[src/design/otq_pkg.sv]
// ----------------------------------------------------------------------------
// otq_pkg
// shared opcodes, controller state encoding and control structs
// ----------------------------------------------------------------------------
package otq_pkg;

	localparam int OP_W = 2;

	typedef enum logic [OP_W-1:0] {
		OP_ADD   = 2'd0,
		OP_DEL   = 2'd1,
		OP_CHECK = 2'd2,
		OP_SLEEP = 2'd3
	} opcode_t;

	typedef enum logic [4:0] {
		ST_IDLE  = 5'b00001,
		ST_SCAN  = 5'b00010,
		ST_EXEC  = 5'b00100,
		ST_OUT   = 5'b01000,
		ST_SPARE = 5'b10000
	} state_t;

	// controller to datapath
	typedef struct packed {
		logic load;
		logic scan_start;
		logic scan_step;
		logic exec;
	} dp_cmd_t;

	// datapath to controller
	typedef struct packed {
		logic scan_last;
	} dp_sts_t;

endpackage

[src/design/otq_dp.sv]
// ----------------------------------------------------------------------------
// otq_dp
// timer table, sequential scan for earliest / match / free slot, result regs
// ----------------------------------------------------------------------------
module otq_dp #(
	parameter int CAPACITY   = 16,
	parameter int TIME_WIDTH = 48,
	parameter int ID_WIDTH   = 32
) (
	input  logic                  clk,
	input  logic                  arst_n,
	input  otq_pkg::dp_cmd_t      cmd,
	output otq_pkg::dp_sts_t      sts,
	input  logic [1:0]            opcode,
	input  logic [TIME_WIDTH-1:0] now_ms,
	input  logic [31:0]           delay_ms,
	input  logic [ID_WIDTH-1:0]   target_id,
	input  logic [TIME_WIDTH-1:0] target_expiry,
	output logic                  op_ok,
	output logic [ID_WIDTH-1:0]   timer_id,
	output logic [TIME_WIDTH-1:0] expiry_ms,
	output logic                  queue_empty,
	output logic [TIME_WIDTH-1:0] sleep_ms
);
	import otq_pkg::*;

	localparam int IW = (CAPACITY > 1) ? $clog2(CAPACITY) : 1;
	// wide enough for the larger operand plus a carry
	localparam int SW = ((TIME_WIDTH > 32) ? TIME_WIDTH : 32) + 1;
	localparam logic [SW-1:0] TMAX = SW'({TIME_WIDTH{1'b1}});

	logic [CAPACITY-1:0]   valid_q;
	logic [TIME_WIDTH-1:0] exp_q [CAPACITY];
	logic [ID_WIDTH-1:0]   id_q [CAPACITY];
	logic [ID_WIDTH-1:0]   next_id_q;

	opcode_t               op_q;
	logic [TIME_WIDTH-1:0] now_q;
	logic [ID_WIDTH-1:0]   key_id_q;
	logic [TIME_WIDTH-1:0] key_exp_q;

	logic [IW-1:0]         idx_q;
	logic                  best_vld_q;
	logic [IW-1:0]         best_q;
	logic [TIME_WIDTH-1:0] best_exp_q;
	logic [ID_WIDTH-1:0]   best_id_q;
	logic                  match_vld_q;
	logic [IW-1:0]         match_q;
	logic                  free_vld_q;
	logic [IW-1:0]         free_q;

	logic [SW-1:0]         sum;
	logic [TIME_WIDTH-1:0] sat_sum;
	logic [TIME_WIDTH-1:0] cur_exp;
	logic [ID_WIDTH-1:0]   cur_id;
	logic                  cur_vld;
	logic                  better;
	logic                  hit;

	// saturating expiry for add
	assign sum     = SW'(now_ms) + SW'(delay_ms);
	assign sat_sum = (sum > TMAX) ? {TIME_WIDTH{1'b1}} : sum[TIME_WIDTH-1:0];

	assign cur_exp = exp_q[idx_q];
	assign cur_id  = id_q[idx_q];
	assign cur_vld = valid_q[idx_q];
	assign better  = cur_vld && (!best_vld_q || cur_exp < best_exp_q ||
		(cur_exp == best_exp_q && cur_id < best_id_q));
	assign hit     = cur_vld && cur_id == key_id_q && cur_exp == key_exp_q;

	assign sts.scan_last = (32'(idx_q) == CAPACITY - 1);

	always_ff @(posedge clk or negedge arst_n) begin
		if (!arst_n) begin
			valid_q   <= '0;
			next_id_q <= '0;
		end else if (cmd.load && opcode_t'(opcode) == OP_ADD) begin
			next_id_q <= next_id_q + 1'b1;
		end else if (cmd.exec) begin
			case (op_q)
				OP_ADD:   if (!match_vld_q && free_vld_q) valid_q[free_q] <= 1'b1;
				OP_DEL:   if (match_vld_q) valid_q[match_q] <= 1'b0;
				OP_CHECK: if (best_vld_q && best_exp_q <= now_q) valid_q[best_q] <= 1'b0;
				default: ;
			endcase
		end
	end

	always_ff @(posedge clk) begin
		if (cmd.exec && op_q == OP_ADD && !match_vld_q && free_vld_q) begin
			exp_q[free_q] <= key_exp_q;
			id_q[free_q]  <= key_id_q;
		end
	end

	always_ff @(posedge clk) begin
		if (cmd.load) begin
			op_q  <= opcode_t'(opcode);
			now_q <= now_ms;
			if (opcode_t'(opcode) == OP_ADD) begin
				key_id_q  <= next_id_q;
				key_exp_q <= sat_sum;
			end else begin
				key_id_q  <= target_id;
				key_exp_q <= target_expiry;
			end
		end
		if (cmd.scan_start) begin
			idx_q       <= '0;
			best_vld_q  <= 1'b0;
			match_vld_q <= 1'b0;
			free_vld_q  <= 1'b0;
		end else if (cmd.scan_step) begin
			idx_q <= idx_q + 1'b1;
			if (better) begin
				best_vld_q <= 1'b1;
				best_q     <= idx_q;
				best_exp_q <= cur_exp;
				best_id_q  <= cur_id;
			end
			if (hit && !match_vld_q) begin
				match_vld_q <= 1'b1;
				match_q     <= idx_q;
			end
			if (!cur_vld && !free_vld_q) begin
				free_vld_q <= 1'b1;
				free_q     <= idx_q;
			end
		end
		if (cmd.exec) begin
			op_ok       <= 1'b0;
			timer_id    <= '0;
			expiry_ms   <= '0;
			queue_empty <= 1'b0;
			sleep_ms    <= '0;
			case (op_q)
				OP_ADD: begin
					op_ok     <= !match_vld_q && free_vld_q;
					timer_id  <= key_id_q;
					expiry_ms <= key_exp_q;
				end
				OP_DEL: op_ok <= match_vld_q;
				OP_CHECK: begin
					if (best_vld_q && best_exp_q <= now_q) begin
						op_ok     <= 1'b1;
						timer_id  <= best_id_q;
						expiry_ms <= best_exp_q;
					end
				end
				OP_SLEEP: begin
					if (!best_vld_q) queue_empty <= 1'b1;
					else if (best_exp_q > now_q) sleep_ms <= best_exp_q - now_q;
				end
				default: ;
			endcase
		end
	end
endmodule

[config.mk]
export PLATFORM = sky130hd
export DESIGN_NAME = otq_dp
export DESIGN_NICKNAME = d
export VERILOG_FILES = /design/src/design/otq_pkg.sv /design/src/design/otq_dp.sv
export SDC_FILE = /design/constraint.sdc
export NUM_CORES = 2
export LEC_CHECK = 0
export BUFFER_PORTS_ARGS = -buffer_cell sky130_fd_sc_hd__buf_4
export CAP_MARGIN = 15
export CORE_MARGIN = 10
export CORE_UTILIZATION = 42
export CTS_BUF_LIST = sky130_fd_sc_hd__clkbuf_4
export DETAILED_ROUTE_END_ITERATION = 12
export PLACE_DENSITY_LB_ADDON = 0.2
export SYNTH_ARGS = -nofsm -noshare
export SYNTH_HDL_FRONTEND = slang
export SYNTH_SLANG_ARGS = --single-unit
[constraint.sdc]
create_clock -name clk -period 14.9 [get_ports clk]
set_clock_uncertainty 0.2 [all_clocks]
set_input_delay 0.745 -clock clk [delete_from_list [all_inputs] [get_ports clk]]
set_output_delay 0.745 -clock clk [all_outputs]
set_load 0.005 [all_outputs]
Word-level counts from Yosys, hierarchy flattened
Memory sizes are Yosys's and may differ from the RTL's. A register that Yosys moved wholly into a read port is not among the register bits. Index checks and enable logic that the tools add are counted.

Memory bits (writable): 1280. Word-level logic and storage cells: 115. Output and inout bits: 131. Input port bits: 168. Register bits: 407. Memories: 2.

Memory list: exp_q (depth 16, width 48, read ports 1, clocked after Yosys merged registers in 1, wr ports 1, RTL line otq_dp.sv:33) `logic [TIME_WIDTH-1:0] exp_q [CAPACITY];`; id_q (depth 16, width 32, read ports 1, clocked after Yosys merged registers in 1, wr ports 1, RTL line otq_dp.sv:34) `logic [ID_WIDTH-1:0] id_q [CAPACITY];`.

Multiplexer cells: 28. Equality and inequality tests: 10. Magnitude comparators: 12. Reduce and logical (&&, ||, !) cells: 32. Add/subtract/negate cells: 4. Bitwise operators: 7.

Operators by type and width (number): two-way mux 48 bit (3); equality test 48 bit (2); case mux 48 bit (2 select lines) (1); two-way mux 32 bit (2); case mux 32 bit (2 select lines) (1); adder 48 x 32 -> 49 bit (1); > comparator 49 x 48 -> 1 bit, second input constant (1); > comparator 48 bit (1); less-or-equal comparator 48 bit (1); less-than comparator 48 bit (1); two-way mux 16 bit (3); case mux 16 bit (3 select lines) (1); subtractor 48 bit (1); adder 32 x 1 -> 32 bit, second input constant (1); bitwise AND 16 bit (2); equality test 32 bit (1); less-than comparator 32 bit (1); inverter 16 bit (2); less-than comparator 4 x 5 -> 1 bit, second input constant (4); two-way mux 4 bit (4); bitwise OR 16 bit (1); logical AND 1 bit (15); demux 1 bit (select 4 bit) (3); >= comparator 4 x 1 -> 1 bit, second input constant (3); other kinds (17) (37).

Logic depth before layout (Yosys ltp)
Depth after elaboration: 8. Depth in mapped cells: 25. Mapped depth without buffers: 17.

Worst setup path before layout
No wires, ideal clock.

Path type: register to register. Start: reg (tool-made name). End: reg best_exp_q[0], enable pin. Setup slack: 4.450 ns. Required time: 14.144 ns. Buffers on the path: 12. Clock period less this slack: 10.450 ns. Data arrival time: 9.694 ns. Stages on the path, launching flop included: 25. Library setup time: 0.556 ns. Path through: dfxtp_1 buf_2 buf_4 buf_8 buf_4 buf_2 buf_2 buf_6 buf_2 clkbuf_1 buf_2 buf_1 buf_2 mux2i_1 ha_1 nand4_1 nor2_1 nand4_1 or3_1 or3_1 or4_1 nor4_1 o21ai_0 o21a_1 o22ai_1.

RTL lines: to (signal assigned) (RTL line otq_dp.sv:118) `best_exp_q <= cur_exp;`; to (decl) (RTL line otq_dp.sv:45) `logic [TIME_WIDTH-1:0] best_exp_q;`.

==> results summary <==
The type of the most critical hold path is input port to flip-flop. The commonest cells after synthesis are 1,632 x edfxtp_1, 311 x mux4_2, 251 x nand2_1. The pre-CTS worst setup slack is a little under 7 ns. Derived from the worst setup path, the maximum achievable clock frequency is between 0.1 and 0.15 GHz. The total non-filler cell area in the finished layout came out at 86,600 um^2. The mapped netlist covers between 70,000 and 80,000 um^2. Compared with the post-synthesis result, the final layout area differs by 18.1%. The final critical path time including I/O delays and setup came out at around 8.3 ns.

The placed instances occupy a cell area of between 70,000 and 80,000 um^2. The number of port buffers is 298. The number of H-tree levels is 5. TritonCTS built the clock tree. The I/O pin count came out at about 300. The launching element type of the critical path is a flip-flop. The post-cts resize count came out at 0. For this run, the register share of the synthesized area comes to between 60 and 70%. The setup TNS came out at 0 ns. By area, the combinational part of the netlist is dominated by multiplexers. After synthesis the netlist holds a flip-flop and latch count of between 1,500 and 2,000. The net switching share of the total power came out at 25.3%. The routed design uses approximately 18,000 um of met3 wire. The leading register cell type out of synthesis is edfxtp_1.

CTS placed an instance of clkbuf_4 at the clock tree root. The headroom to the max-slew limit came out at about an eighth. The post-detailed-route wirelength per cell came out at a little under 30 um. The post-route clock period utilization is approximately 56%. The routed metal-1 wirelength is about 95,000 um.

The fraction of registers with async set or reset after synthesis came out at ~2.8%. The floorplan step set the die height to between 400 and 500 um. The HPWL after detailed placement is ~150,000 um. The fraction of power consumed by the clock network came out at 37.5%. The final hold violation count is 0.

Multiplexer cells account for between 10% and 20% of the synthesized area. The Yosys step of the flow raised 0 warnings. Entering global routing, the biggest net connects about 110 pins. By area the synthesized netlist is led by edfxtp_1 67%, mux4_2 9.6%, ha_1 2.8%, mux2i_1 1.7%, dfrtp_1 1.6%. The violation count after the first detailed-route iteration is approximately 5,200. The number of nets produced by synthesis is ~4,800. Combinational logic burns 10.2% of the power. Cell internal power was estimated by the tool at between 7 and 8 mW. The first detailed-routing pass ran for 6 iterations.

The proportion of layout cells with a drive suffix above 1 came out at 26.2%. STA puts the critical path data required time at 15.68 ns. The static power due to leakage is slightly above 30 nW. The global placer's final weighted congestion came out at just over 0.9. The worst hold slack is roughly 0.12 ns.

The CTS buffer count is about 450. The cell type with the highest aggregate area in the netlist is edfxtp_1. The total length of routed met2 wires came out at between 100,000 and 150,000 um. The overall die width came out at about 440 um. Registers are responsible for between 50 and 60% of the overall power. The total of max-cap violations is 0. The flow ran to the end, and the final reports show no timing, DRC or antenna violations.

The power per cell area came out at between 100 and 150 nW/um^2. The arithmetic-cell share of the synthesized area counting full adders, half adders and majority gates is 2.87%. The total number of vias came out at 45,800. The share of synthesized cell area in and, or, nand and nor gates is about 5.0%. The die covers 192,000 um^2. The total routing usage reported by global routing is roughly 24%. Summed over all nets, the switching power comes to approximately 2.6 mW. The final wirelength is between 200,000 and 250,000 um. Across all setup checks in the final design, the least slack found is between 6 and 7 ns.

Dividing the synthesized area by the synthesized cell count gives between 15 and 20 um^2. edfxtp_1 is the most common cell in the netlist. STA classifies the critical path endpoint as a flip-flop. The initial cell density of the core is 42.2%. The clock slew seen by the registers of the worst setup and hold paths is around 0.06 ns. In this run the remaining antenna-violating nets after routing total 0. The synthesized instance count is between 4,000 and 5,000. The count of endpoints failing setup in the final report is 0. The net count of the finished layout is approximately 5,700. The number of buffers between clock root and the deepest sink is 4.

The worst setup path is of the flip-flop to flip-flop kind. The measured slew at the worst slew-check pin came out at roughly 1.3 ns. The worst-case IR drop observed on VDD is 89.6 uV. The number of enable flip-flop cells after synthesis came out at 1,632. The largest fanout on the critical path came out at 56. The synthesized-area fraction occupied by xor and xnor cells came out at 2.43%. The worst register-to-register path has a depth of 19.

The TritonCTS sink count came out at ~1,700. The initial antenna violation count is 12. The distinct cell type count after synthesis came out at 79.

The number of rows created at floorplan is roughly 150. Global routing finished with a remaining overflow of 0. The number of instances on the worst hold path came out at 4. The via count of the first global-routing pass is between 40,000 and 50,000. Setup repair after global routing left no endpoint under its margin.

The max-slew violation count was 0. The finished layout holds about 8,000 standard cells, fillers aside. Clock latency on the worst-skew pair, taken at its later pin, is 1.39 ns. The post-placement cell count is 6,951. The post-route DRC violation count is 0. The critical path data arrival time is just over 9 ns. After detailed routing, the number of vias per cell comes to about 5.7.

The first global-routing pass estimated between 300,000 and 400,000 um of wire. Of the post-synthesis cell area, the dominant cell type holds around two thirds. The area of the core region is 174,000 um^2.

The post-synthesis compound-gate area fraction came out at under 10%. In this run the top signal layer used is met5.
==> final cells by class <==
class	count	area, um^2
diodes	12	30.0
clock buffers	651	4890
clock inverters	110	497
fillers	14800	87100
inverters	198	744
multi-input cells	2328	21300
flip-flops and latches	1691	50400
well taps	2325	2910
repair buffers	669	5760
==> power groups by stage <==
stage	clock, mW	sequential, mW	combinational (mW)
after floorplan	0	5.53	0.543
final	3.91	5.46	1.06
after CTS	4.01	5.46	1.05
after global routing	4.28	5.46	1.12
after detailed placement	0	5.56	0.984
after global placement	0	5.55	0.982
==> critical path, stage by stage (launching register included) <==
cell,delay (ns)
dfxtp_4,0.63
buf_4,0.72
buf_4,0.77
mux2_2,0.42
o22ai_1,0.16
a221o_1,0.26
o21ai_0,0.17
ha_1,0.37
nand2_1,0.06
nor2_1,0.13
nand4_1,0.22
or3_1,0.49
or3_1,0.42
or4_1,0.58
nor4_1,0.31
o21ai_0,0.14
o21a_1,0.25
o22ai_4,0.23
buf_4,0.50
buf_4,0.71
==> sequential cells by signal (all words and copies together), names as in the netlist, 2 cells and up, named ones only <==
register    flops
best_q          4
valid_q        16
key_id_q       32
key_exp_q      48
match_q         4
id_q          512
sleep_ms       48
idx_q           4
best_exp_q     48
next_id_q      32
timer_id       32
exp_q         768
now_q          48
free_q          4
op_q            2
best_id_q      32
expiry_ms      48
==> layer usage <==
metal	vias up	global-route usage [%]
met5	-	0
met4	10	8.40
met3	437	5.26
met2	2046	39.2
met1	23700	32.1
li1	19600	-
==> stage by stage <==
step | total power [mW] | utilization, %
finish | 10.4 | 49.9
global route | 10.9 | 49.9
CTS | 10.5 | 49.8
detailed placement | 6.54 | 45.2
global placement | 6.54 | 45.2
floorplan | 6.08 | -
==> kinds of logic (layout without fill, tap and decap cells) <==
family                     Yosys count  count (layout)
AOI/OAI and AO/OA                  695             695
xor gates and xnor gates           203             203
adders and majority gates          167             167
buffers and inverters              399            1628
DFF                               1691            1691
muxes                              485             485
other                                0              12
and+or+nand+nor                    778             778
==> layout by cell type, fill, tap and decap left out, drive strengths merged, types with 12 or more instances in the layout <==
master and instances:
edfxtp 1632, clkbuf 651, buf 410, mux4 321
dlygate4sd3 259, nand2 251, nor2 222, inv 200
a21oi 196, ha 165, mux2i 128, o21ai 114
xnor2 104, clkinv 104, xor2 99, a22o 83
nand4 57, nand3 56, a21o 56, nor2b 48
dfrtp 48, a211oi 37, mux2 36, a31oi 31
o22ai 27, and3 25, nand2b 23, a221oi 20
nor3 20, a22oi 14, o211ai 14, o21bai 14
o221ai 13, nor4 13, diode 12
==> worst paths after layout <==
kind	start	endpoint	slack, ns
min in group asynchronous	arst_n	next_id_q[30]	0.25
max in group asynchronous	arst_n	next_id_q[11]	13.98
max reg2reg	flip-flop	best_id_q[7]	6.58
min reg2reg	next_id_q[31]	next_id_q[31]	0.29
min	cmd[1]	idx_q[0]	0.12
max	flip-flop	best_id_q[7]	6.58
==> repair_timing <==
action / 4_1_cts / 5_1_grt
hold buffers: 260 / 0
buffers inserted: 0 / 0
endpoints found under the setup margin: 0 / 0
hold endpoints to repair: 281 / 0
Note: power is estimated with default switching activity, not from simulation.
