### config.mk
export PLATFORM = sky130hd
export DESIGN_NAME = otq_ctrl
export DESIGN_NICKNAME = d
export VERILOG_FILES = /design/src/design/otq_pkg.sv /design/src/design/otq_ctrl.sv
export SDC_FILE = /design/constraint.sdc
export NUM_CORES = 1
export LEC_CHECK = 0
export BUFFER_PORTS_ARGS = -buffer_cell sky130_fd_sc_hd__buf_4
export CAP_MARGIN = 10
export CORE_AREA = 3 3 40 42
export CTS_BUF_LIST = sky130_fd_sc_hd__clkbuf_4 sky130_fd_sc_hd__clkbuf_8
export DETAILED_ROUTE_END_ITERATION = 8
export DIE_AREA = 0 0 43 45
export PLACE_DENSITY = 0.34
export RECOVER_POWER = 50
export SETUP_SLACK_MARGIN = 0.05
export SYNTH_ARGS = -nofsm -noshare
export SYNTH_HDL_FRONTEND = slang
export SYNTH_SLANG_ARGS = --single-unit
### constraint.sdc
create_clock -name clk -period 1.1 [get_ports clk]
set_input_delay 0.165 -clock clk [delete_from_list [all_inputs] [get_ports clk]]
set_output_delay 0.165 -clock clk [all_outputs]
set_load 0.05 [all_outputs]
### src/design/otq_pkg.sv
// ----------------------------------------------------------------------------
// otq_pkg
// shared opcodes, controller state encoding and control structs
// ----------------------------------------------------------------------------
package otq_pkg;

	localparam int OP_W = 2;

	typedef enum logic [OP_W-1:0] {
		OP_ADD   = 2'd0,
		OP_DEL   = 2'd1,
		OP_CHECK = 2'd2,
		OP_SLEEP = 2'd3
	} opcode_t;

	typedef enum logic [4:0] {
		ST_IDLE  = 5'b00001,
		ST_SCAN  = 5'b00010,
		ST_EXEC  = 5'b00100,
		ST_OUT   = 5'b01000,
		ST_SPARE = 5'b10000
	} state_t;

	// controller to datapath
	typedef struct packed {
		logic load;
		logic scan_start;
		logic scan_step;
		logic exec;
	} dp_cmd_t;

	// datapath to controller
	typedef struct packed {
		logic scan_last;
	} dp_sts_t;

endpackage

### src/design/otq_ctrl.sv
// ----------------------------------------------------------------------------
// otq_ctrl
// sequencer: load item, scan the table one slot per cycle, update, deliver
// ----------------------------------------------------------------------------
module otq_ctrl (
	input  logic             clk,
	input  logic             arst_n,
	input  logic             in_valid,
	output logic             in_ready,
	output logic             out_valid,
	input  logic             out_ready,
	output otq_pkg::dp_cmd_t cmd,
	input  otq_pkg::dp_sts_t sts
);
	import otq_pkg::*;

	state_t state_q;
	state_t state_d;

	assign in_ready  = (state_q == ST_IDLE);
	assign out_valid = (state_q == ST_OUT);

	always_comb begin
		state_d        = state_q;
		cmd            = '0;
		case (state_q)
			ST_IDLE: begin
				if (in_valid) begin
					cmd.load       = 1'b1;
					cmd.scan_start = 1'b1;
					state_d        = ST_SCAN;
				end
			end
			ST_SCAN: begin
				cmd.scan_step = 1'b1;
				if (sts.scan_last) state_d = ST_EXEC;
			end
			ST_EXEC: begin
				cmd.exec = 1'b1;
				state_d  = ST_OUT;
			end
			ST_OUT: begin
				if (out_ready) state_d = ST_IDLE;
			end
			default: state_d = ST_IDLE;
		endcase
	end

	always_ff @(posedge clk or negedge arst_n) begin
		if (!arst_n) state_q <= ST_IDLE;
		else state_q <= state_d;
	end
endmodule

Word level (Yosys, flattened, before mapping)

Cells that the tools add are included.

Equality and inequality tests: 7
Reductions and logical operators: 1
$add $sub $neg: 0
Multiply operators: 0
Div/mod/pow operators: 0
Muxes and demuxes: 8
Shift operators: 0
Bitwise operators: 0
$lt $le $gt $ge: 0

Operators with widths:

| cell                 | number |
|---|---|
| $pmux W5 S4          | 1 |
| $mux W5              | 3 |
| $eq A5 B1 Y1 const B | 1 |
| $eq A5 B2 Y1 const B | 1 |
| $eq A5 B3 Y1 const B | 1 |
| $eq A5 B4 Y1 const B | 1 |
| $mux W2              | 2 |
| $ne A2 B2 Y1 const B | 2 |
| $reduce_and A3 Y1    | 1 |
| $mux W1              | 2 |
| $ne A2 B1 Y1 const B | 1 |

Latch bits: 0
Memories kept: 0
RAM bits: 0
Output and inout bits: 6
Flip-flop bits (word level): 5
Logic and storage cells: 17
Memory bits (read-only): 0

Longest topological paths before layout

Gate-level depths: netlist (run 1).

Depth after elaboration: 3
Gate-level depth with buffers: 3

Worst setup path after synthesis (run 1)

No wires, ideal clock.

Path kind: flip-flop to output port
Start: register state_q[0]
End: output port cmd[3] (netlist bit)
Arrival: 2.628 ns
Path slack: -1.693 ns
Required time: 0.935 ns
Stages on the path, launching flop included: 4
Buffers on the path: 1
Path through: dfstp_2 nand2_1 nor4_1 buf_4

RTL lines:

| element                | line           | RTL |
|---|---|---|
| from (decl)            | otq_ctrl.sv:17 | `state_t state_q;` |
| from (signal assigned) | otq_ctrl.sv:51 | `else state_q <= state_d;` |
| to (decl)              | otq_ctrl.sv:12 | `output otq_pkg::dp_cmd_t cmd,` |

==> run summary, run 1 <==
outcome -> finished with violations
failing checks -> setup timing
Reg with most FFs -> state_q
unrepaired setup endpoints after global routing -> yes
number of library cell types mapped by synthesis -> 12
1st-pass router iterations -> 1
num ports -> 11
largest registers -> state_q x4
Clock Skews -> 0.007279 ns
CTS buffer count -> 3
Buffers on Ports -> 10
Hold Path Class -> in2reg
Largest register FFs -> 4
Initial Utilization -> 15.97%
number of global-route vias before repair -> 265
Routed WL -> 723 um
Clock transition at path regs -> 0.04 ns
Yosys warning count -> 0
gpl congestion -> 0.6483
CTS tree -> built
critical path arrival -> 1.29 ns
reg2reg start -> state_q[0]
mapped cell area -> 205.2 um^2
register area share after synthesis -> 49.39%
fin worst setup slack -> -0.3585 ns
startpoint types -> flop
Lkg Pwr -> 0.2159 nW
DRC Markers -> 0
post-DP HPWL -> 526.5 um
vias post-DR -> 255
Setup TNS -> -2.469 ns
Post-Synthesis Cells -> 19
Crit path required time -> 0.94 ns
maximum vdd drop -> 0.001021 V
final slew viol count -> 0
Tcrit/Tclk final -> 132.6%
R2R cell count -> 6
Worst-Skew Late Latency -> 0.24 ns
Die Width -> 43 um
Avg Synthesized Cell Area -> 10.80 um^2
first-pass GRT wire length -> 1.221 mm
r2r setup slk -> -0.30 ns
synthesized flop and latch total -> 4
# nets final -> 50
reg2reg end -> state_q[1]
Longest Clk Path Bufs -> 2
Fillers -> 135
Die Footprint -> 0.001935 mm^2
Syn Nets -> 24
Rel. slew slack -> 79.93%
Final setup viols -> 10
Worst Path Max Fanout -> 4
Worst Min Path Start -> sts
Area growth syn-to-layout -> 152.4%
Sink Count -> 4
PD cells -> 2607 mW/mm^2
CTS root buffer -> clkbuf_4
initial drt markers -> 0
total track usage -> 9.448%
hold_ws -> 0.1616 ns
largest net degree at the start of global routing -> 7
min cycle time layout -> 1.458 ns
Vias/cell -> 4.322
Slew @ Worst Pin -> 0.2989 ns
GRT overflow -> 0
core area -> 0.001285 mm^2
crit path capture -> cmd[3]
Fin. Hold Viols -> 0
initial antenna violation count -> 0
H-tree levels -> 1
DR WL/cell -> 12.25 um
Setup crit start -> state_q[0]
share of layout cells above drive strength 1 -> 84.09%
nature of the critical path endpoint -> primary output
WS Path Type -> reg2out
die height -> 45 um
site row count -> 13
# diodes -> 0
f_max -> 0.6857 GHz
Max-Cap Viols -> 0
ANT nets after route -> 0
==> layout by cell type, fill, tap and decap left out <==
cell / netlist / layout
a211oi_2: 1 / 1
nor3_1: 4 / 1
buf_4: 1 / 11
clkbuf_4: 0 / 4
nand2b_1: 2 / 1
nor4_4: 0 / 1
nor4b_2: 0 / 2
nand2b_4: 0 / 1
dfstp_2: 1 / 1
o22a_1: 1 / 1
buf_6: 0 / 9
nor3_4: 0 / 2
or3b_1: 1 / 1
nor3_2: 0 / 1
dlygate4sd3_1: 0 / 1
and2_1: 1 / 1
nand2_4: 0 / 1
dfrtp_2: 0 / 3
clkbuf_1: 0 / 1
==> how the worst min path moves through the flow <==
stage / slack [ns] / end / depth (start not counted)
global placement: -0.04 / state_q[3] / 1
global route: 0.15 / state_q[2] / 2
CTS: 0.16 / state_q[2] / 2
detailed placement: -0.04 / state_q[3] / 1
floorplan: -0.13 / state_q[1] / 0
finish: 0.16 / state_q[2] / 2
==> cells in the mapped netlist, drive strengths merged <==
master	n	area share (%)
nor3	4	9.8
dfrtp	3	37
nand2b	2	6.1
nor4b	2	8.5
a211oi	1	6.1
and2	1	3.1
buf	1	3.7
dfstp	1	13
nand2	1	1.8
nor4	1	3.1
o22a	1	4.3
or3b	1	4.3
==> cell type report <==
type / instances / area [um^2] / area share (%)
tap: 15 / 18.77 / 3.623
timing repair buffer: 22 / 197.7 / 38.16
multi-input combinational: 14 / 166.4 / 32.13
clock buffer: 4 / 30.03 / 5.797
sequential: 4 / 105.1 / 20.29
==> kinds of logic after synthesis <==
family | after synthesis | synth area share [%]
flip-flops | 4 | 49.39
buffers and inverters | 1 | 3.660
AND/OR/NAND/NOR | 12 | 36.59
AO/OA/AOI/OAI | 2 | 10.37
==> worst max-delay path, stage by stage (launching register included) <==
cell     delay [ns]
dfstp_2        0.57
nand2_4        0.07
nor4_4         0.22
buf_6          0.21
==> routing by layer <==
metal  track usage, %  up-vias  wire, um
met1            9.268      127       264
met3            5.976        2        50
li1                 -      120         -
met4            9.036        0         8
met2            13.47        6       399
met5                0        -         0
==> power breakdown <==
part | internal (W) | switching, W
sequential | 0.000206 | 0.0000896
clock | 0.000161 | 0.0000618
combinational | 0.000397 | 0.000436
total | 0.000764 | 0.000587
==> through the flow <==
step	setup WS (ns)	total power, W	area, um^2	util (%)	std cells
floorplan	-0.6171	0.0007083	255.2	-	19
global placement	-0.1726	0.0009552	401.6	31.26	51
detailed placement	-0.1524	0.0009589	401.6	31.26	51
CTS	-0.3928	0.001309	494.2	38.46	59
global route	-0.4396	0.001452	518.0	40.31	59
finish	-0.3585	0.001351	518.0	40.31	59
==> timing repair <==
item	CTS	global route
setup endpoints to repair	10	10
pin swaps	0	2
resized for setup	7	6
setup buffers	3	3
endpoints found under the hold margin	4	0
hold buffers	1	0
No activity file was read; power rests on OpenSTA's default activity.
==> run 2: changes to the inputs <==
PLACE_DENSITY = 0.33   (was 0.34)
clock period = 1.9 ns   (was 1.1 ns; I/O delays follow)
==> run 2 against run 1 <==
Effect of this change:
- the run now ends clean
- sequential share of layout area is 9.0 points higher
- register-to-register slack improved by 0.81 ns
- die area unchanged
- core utilization fell by 13 points
- routed wire length decreased by 30%
- setup slack better by 0.59 ns
- clock power shrank 43%
- first-iteration DRC count grew 5
- clock-buffer cell count did not move
==> run summary, run 2 (same netlist as run 1, synthesis figures left out) <==
placed instance count -> 43 (-16%)
initial antenna violation count -> 0 (unchanged)
CTS tree -> built
Worst Hold Depth -> 2 (unchanged)
final slew viol count -> 0 (unchanged)
most frequent cells in the layout -> 9 x buf_4, 4 x clkbuf_4, 3 x nor3_1, 3 x dfrtp_1
die height -> 45 um (unchanged)
outcome -> complete, no violations
Clock Skews -> 0.009237 ns (+0.001958 ns)
Area growth syn-to-layout -> 68.90%
critical-path cell list -> nand2_1 -> nor4_2 -> buf_4
total power -> 0.0005735 W (-58%)
f_max -> 0.6006 GHz
Clock transition at path regs -> 0.04 ns (about the same)
maximum vdd drop -> 0.0006156 V (-40%)
nature of the critical path endpoint -> primary output
CTS root buffer -> clkbuf_4
Longest Clk Path Bufs -> 2 (unchanged)
Crit path required time -> 1.62 ns (+0.68 ns)
Worst Min Path Start -> sts
Setup crit start -> state_q[0]
1st-pass router iterations -> 3 (+2)
post-CTS resize count -> 0 (-7)
R2R cell count -> 3 (-3)
Die Footprint -> 0.001935 mm^2 (unchanged)
Initial Utilization -> 15.97% (unchanged)
total track usage -> 5.853% (-3.6 points)
number of global-route vias before repair -> 165 (-38%)
H-tree levels -> 1 (unchanged)
first-pass GRT wire length -> 752 um (-38%)
largest registers -> state_q x4
startpoint types -> flop
reg2reg start -> state_q[2]
Vias/cell -> 3.896 (-9.9%)
Rel. slew slack -> 78.96% (-0.97 points)
Die Width -> 43 um (unchanged)
Worst-Skew Late Latency -> 0.23 ns (about the same)
num ports -> 11 (unchanged)
Hold Path Class -> in2reg
largest net degree at the start of global routing -> 8 (+1)
Lkg Pwr -> 0.1507 nW (-30%)
Hold EP -> state_q[2]
DR WL/cell -> 10.50 um (-14%)
unrepaired setup endpoints after global routing -> no
vias post-DR -> 187 (-27%)
ANT nets after route -> 0 (unchanged)
Final setup viols -> 0 (-10)
site row count -> 13 (unchanged)
# nets final -> 39 (-22%)
GRT overflow -> 0 (unchanged)
commonest non-fill, non-tap cell in the layout -> buf_4
Reg with most FFs -> state_q
min cycle time layout -> 1.665 ns
core area -> 0.001285 mm^2 (unchanged)
Largest delay share family, worst path -> flip-flops
Placement Cell Area -> 315.3 um^2 (-21%)
met1 WL -> 234 um (-11%)
Routed WL -> 504 um (-30%)
Slowest cell on crit path -> dfstp_2
r2r setup slk -> 0.51 ns (+0.81 ns)
Fin. Hold Viols -> 0 (unchanged)
Max-Cap Viols -> 0 (unchanged)
Highest Signal Layer -> met3
share of layout cells above drive strength 1 -> 54.55% (-30 points)
CTS buffer count -> 3 (unchanged)
met2 wire length -> 237 um (-41%)
Tcrit/Tclk final -> 87.63%
Slew @ Worst Pin -> 0.3130 ns (+0.01420 ns)
critical path arrival -> 1.38 ns (+0.09 ns)
gpl congestion -> 0.6696 (+3.3%)
reg2reg end -> state_q[0]
CP max stage delay -> 0.57 ns (about the same)
Sink Count -> 4 (unchanged)
# diodes -> 0 (unchanged)
final instance area -> 346.6 um^2 (-33%)
Buffers on Ports -> 10 (unchanged)
post-DP HPWL -> 404.4 um (-23%)
Largest register FFs -> 4 (unchanged)
WL met3 -> 32 um (-36%)
initial drt markers -> 5 (+5)
Non-Filler Instances -> 48 (-19%)
WS Path Type -> reg2out
WP buf/inv -> 1 (unchanged)
Worst Path Max Fanout -> 6 (+2)
DRC Markers -> 0 (unchanged)
PD cells -> 1655 mW/mm^2 (-37%)
Final Util -> 26.97% (-13 points)
[run 2: cell type report]
| cell class | count | area [um^2] |
|---|---|---|
| Fill cell | 131 | 938.4 |
| Multi-Input combinational cell | 14 | 115.1 |
| Sequential cell | 4 | 101.3 |
| Timing Repair Buffer | 11 | 81.33 |
| Clock buffer | 4 | 30.03 |
| Tap cell | 15 | 18.77 |
[run 2: report_power, final]
part / leakage, nW / internal (W) / switching [W]
Combinational: 0.0812 / 0.0000969 / 0.000185
Clock: 0.0184 / 0.0000930 / 0.0000346
Sequential: 0.0511 / 0.000116 / 0.0000476
[run 2: repair_timing]
item                      4_1_cts  5_1_grt
setup buffers                   0        0
hold buffers                    1        0
hold endpoints to repair        3        0
[run 2: worst max path at each step]
stage                        end  cells past startpoint
after floorplan           cmd[3]                      3
after global routing      cmd[2]                      3
after global placement    cmd[2]                      3
final                     cmd[2]                      3
after detailed placement  cmd[2]                      3
after CTS                 cmd[2]                      3
[run 2: layer usage]
| layer | GRT usage (%) | vias up |
|---|---|---|
| met1 | 6.829 | 83 |
| met4 | 5.422 | 0 |
| li1 | - | 99 |
| met2 | 6.886 | 5 |
| met5 | 0 | - |
| met3 | 3.984 | 0 |
[run 2: through the flow]
step / setup TNS (ns) / setup WS, ns / hold slack (ns)
3_3_place_gp: 0 / 0.4742 / 0.08232
6_report: 0 / 0.2351 / 0.2878
3_5_place_dp: 0 / 0.4542 / 0.08357
2_1_floorplan: -0.3674 / -0.3159 / -0.01059
4_1_cts: 0 / 0.1975 / 0.2790
5_1_grt: 0 / 0.1370 / 0.3086
==> run 3: changes to the inputs <==
CORE_AREA = 2 2 39 41   (was 3 3 40 42)
DIE_AREA = 0 0 41 43   (was 0 0 43 45)
==> run 3 against run 2 <==
Effect of this change:
- global-route usage is 1.6 points higher
- sequential cell count stayed put
- die area is 8.9% lower
- largest power group unchanged
==> run summary, run 3 (same netlist as run 1, synthesis figures left out) <==
outcome -> complete, no violations
Worst-Skew Late Latency -> 0.24 ns (about the same)
PD cells -> 1671 mW/mm^2 (+0.97%)
total track usage -> 7.460% (+1.6 points)
gpl congestion -> 0.6100 (-8.9%)
Post-CTS Repair Setup Buffers -> 0 (unchanged)
startpoint types -> flop
nature of the critical path endpoint -> primary output
Die Footprint -> 0.001763 mm^2 (-8.9%)
Clock transition at path regs -> 0.04 ns (about the same)
Final Util -> 24.77% (-2.2 points)
# nets final -> 39 (unchanged)
Max-Cap Viols -> 0 (unchanged)
Fin. Hold Viols -> 0 (unchanged)
fin worst setup slack -> 0.2036 ns (-0.03148 ns)
Vias/cell -> 3.796 (-2.6%)
largest net degree at the start of global routing -> 8 (unchanged)
H-tree levels -> 1 (unchanged)
vias post-DR -> 186 (-0.53%)
Routed WL -> 504 um (unchanged)
DRC Markers -> 0 (unchanged)
Area growth syn-to-layout -> 67.07%
Die Width -> 41 um (-4.7%)
# diodes -> 0 (unchanged)
CTS Hold Bufs -> 1 (unchanged)
unrepaired setup endpoints after global routing -> no
Reg with most FFs -> state_q
Longest Clk Path Bufs -> 2 (unchanged)
Initial Utilization -> 14.83% (-1.1 points)
Setup TNS -> 0 ns (unchanged)
critical path arrival -> 1.41 ns (+0.03 ns)
Clock Skews -> 0.007475 ns (-0.001762 ns)
Lkg Pwr -> 0.1473 nW (-2.3%)
CTS root buffer -> clkbuf_4
Worst Path Max Fanout -> 6 (unchanged)
num ports -> 11 (unchanged)
site row count -> 14 (+1)
Sink Count -> 4 (unchanged)
number of global-route vias before repair -> 219 (+33%)
Tcrit/Tclk final -> 89.28% (+1.7 points)
maximum vdd drop -> 0.0005094 V (-17%)
Crit path required time -> 1.62 ns (about the same)
Hold Path Class -> in2reg
final instance area -> 342.8 um^2 (-1.1%)
most frequent cells in the layout -> 9 x buf_4, 4 x nor3_1, 4 x clkbuf_4
min cycle time layout -> 1.696 ns (+0.03148 ns)
GRT overflow -> 0 (unchanged)
largest registers -> state_q x4
Rel. slew slack -> 77.98% (-0.98 points)
commonest non-fill, non-tap cell in the layout -> buf_4
CTS buffer count -> 3 (unchanged)
Slew @ Worst Pin -> 0.3276 ns (+0.01451 ns)
Largest register FFs -> 4 (unchanged)
core area -> 0.001384 mm^2 (+7.7%)
Buffers on Ports -> 10 (unchanged)
initial antenna violation count -> 0 (unchanged)
final slew viol count -> 0 (unchanged)
CTS tree -> built
ANT nets after route -> 0 (unchanged)
initial drt markers -> 3 (-2)
post-CTS resize count -> 0 (unchanged)
DR WL/cell -> 10.29 um (-2.0%)
hold_ws -> 0.2850 ns (-0.002769 ns)
f_max -> 0.5895 GHz (-1.9%)
1st-pass router iterations -> 2 (-1)
share of layout cells above drive strength 1 -> 51.52% (-3.0 points)
WS Path Type -> reg2out
die height -> 43 um (-4.4%)
post-DP HPWL -> 392.9 um (-2.8%)
Placement Cell Area -> 316.6 um^2 (+0.40%)
first-pass GRT wire length -> 862 um (+15%)
Setup WS pre-CTS -> 0.4183 ns (-0.03585 ns)
Final setup viols -> 0 (unchanged)
-- run 3: where the power goes --
part           switching, W  internal [W]
registers         0.0000475      0.000116
logic              0.000184     0.0000962
clock network     0.0000359     0.0000931
-- run 3: layout make-up --
class                   count  area [um^2]
well taps                  16        20.02
fillers                   159         1041
flip-flops and latches      4        101.3
repair buffers             11        81.33
clock buffers               4        30.03
multi-input cells          14        110.1
-- run 3: through the flow --
step	cells	total power, W
final	49	0.0005728
after CTS	49	0.0005928
after floorplan	19	0.0003799
after global placement	44	0.0004547
after detailed placement	44	0.0004540
after global routing	49	0.0006115
-- run 3: worst max-delay path, stage by stage, from the launching register on --
cell,delay [ns]
dfstp_2,0.57
nand2_1,0.09
nor4_2,0.25
buf_4,0.27
-- run 3: path summary, 6_finish.rpt --
path                       slack (ns)  cells after the start         end       start
max reg2reg                      0.55                      3  state_q[0]  state_q[2]
max in group asynchronous        1.25                      2  state_q[0]      arst_n
min reg2reg                      0.57                      1  state_q[1]  state_q[3]
min in group asynchronous        0.40                      2  state_q[1]      arst_n
min                              0.29                      2  state_q[2]         sts
max                              0.20                      3      cmd[2]  state_q[0]
-- run 3: metal layers --
metal | track usage [%] | share of wire [%] | wire (um)
met1 | 9.446 | 48 | 240
met2 | 9.375 | 43 | 218
met3 | 1.571 | 8.9 | 45
met4 | 8.000 | 0 | 0
met5 | 0 | 0 | 0
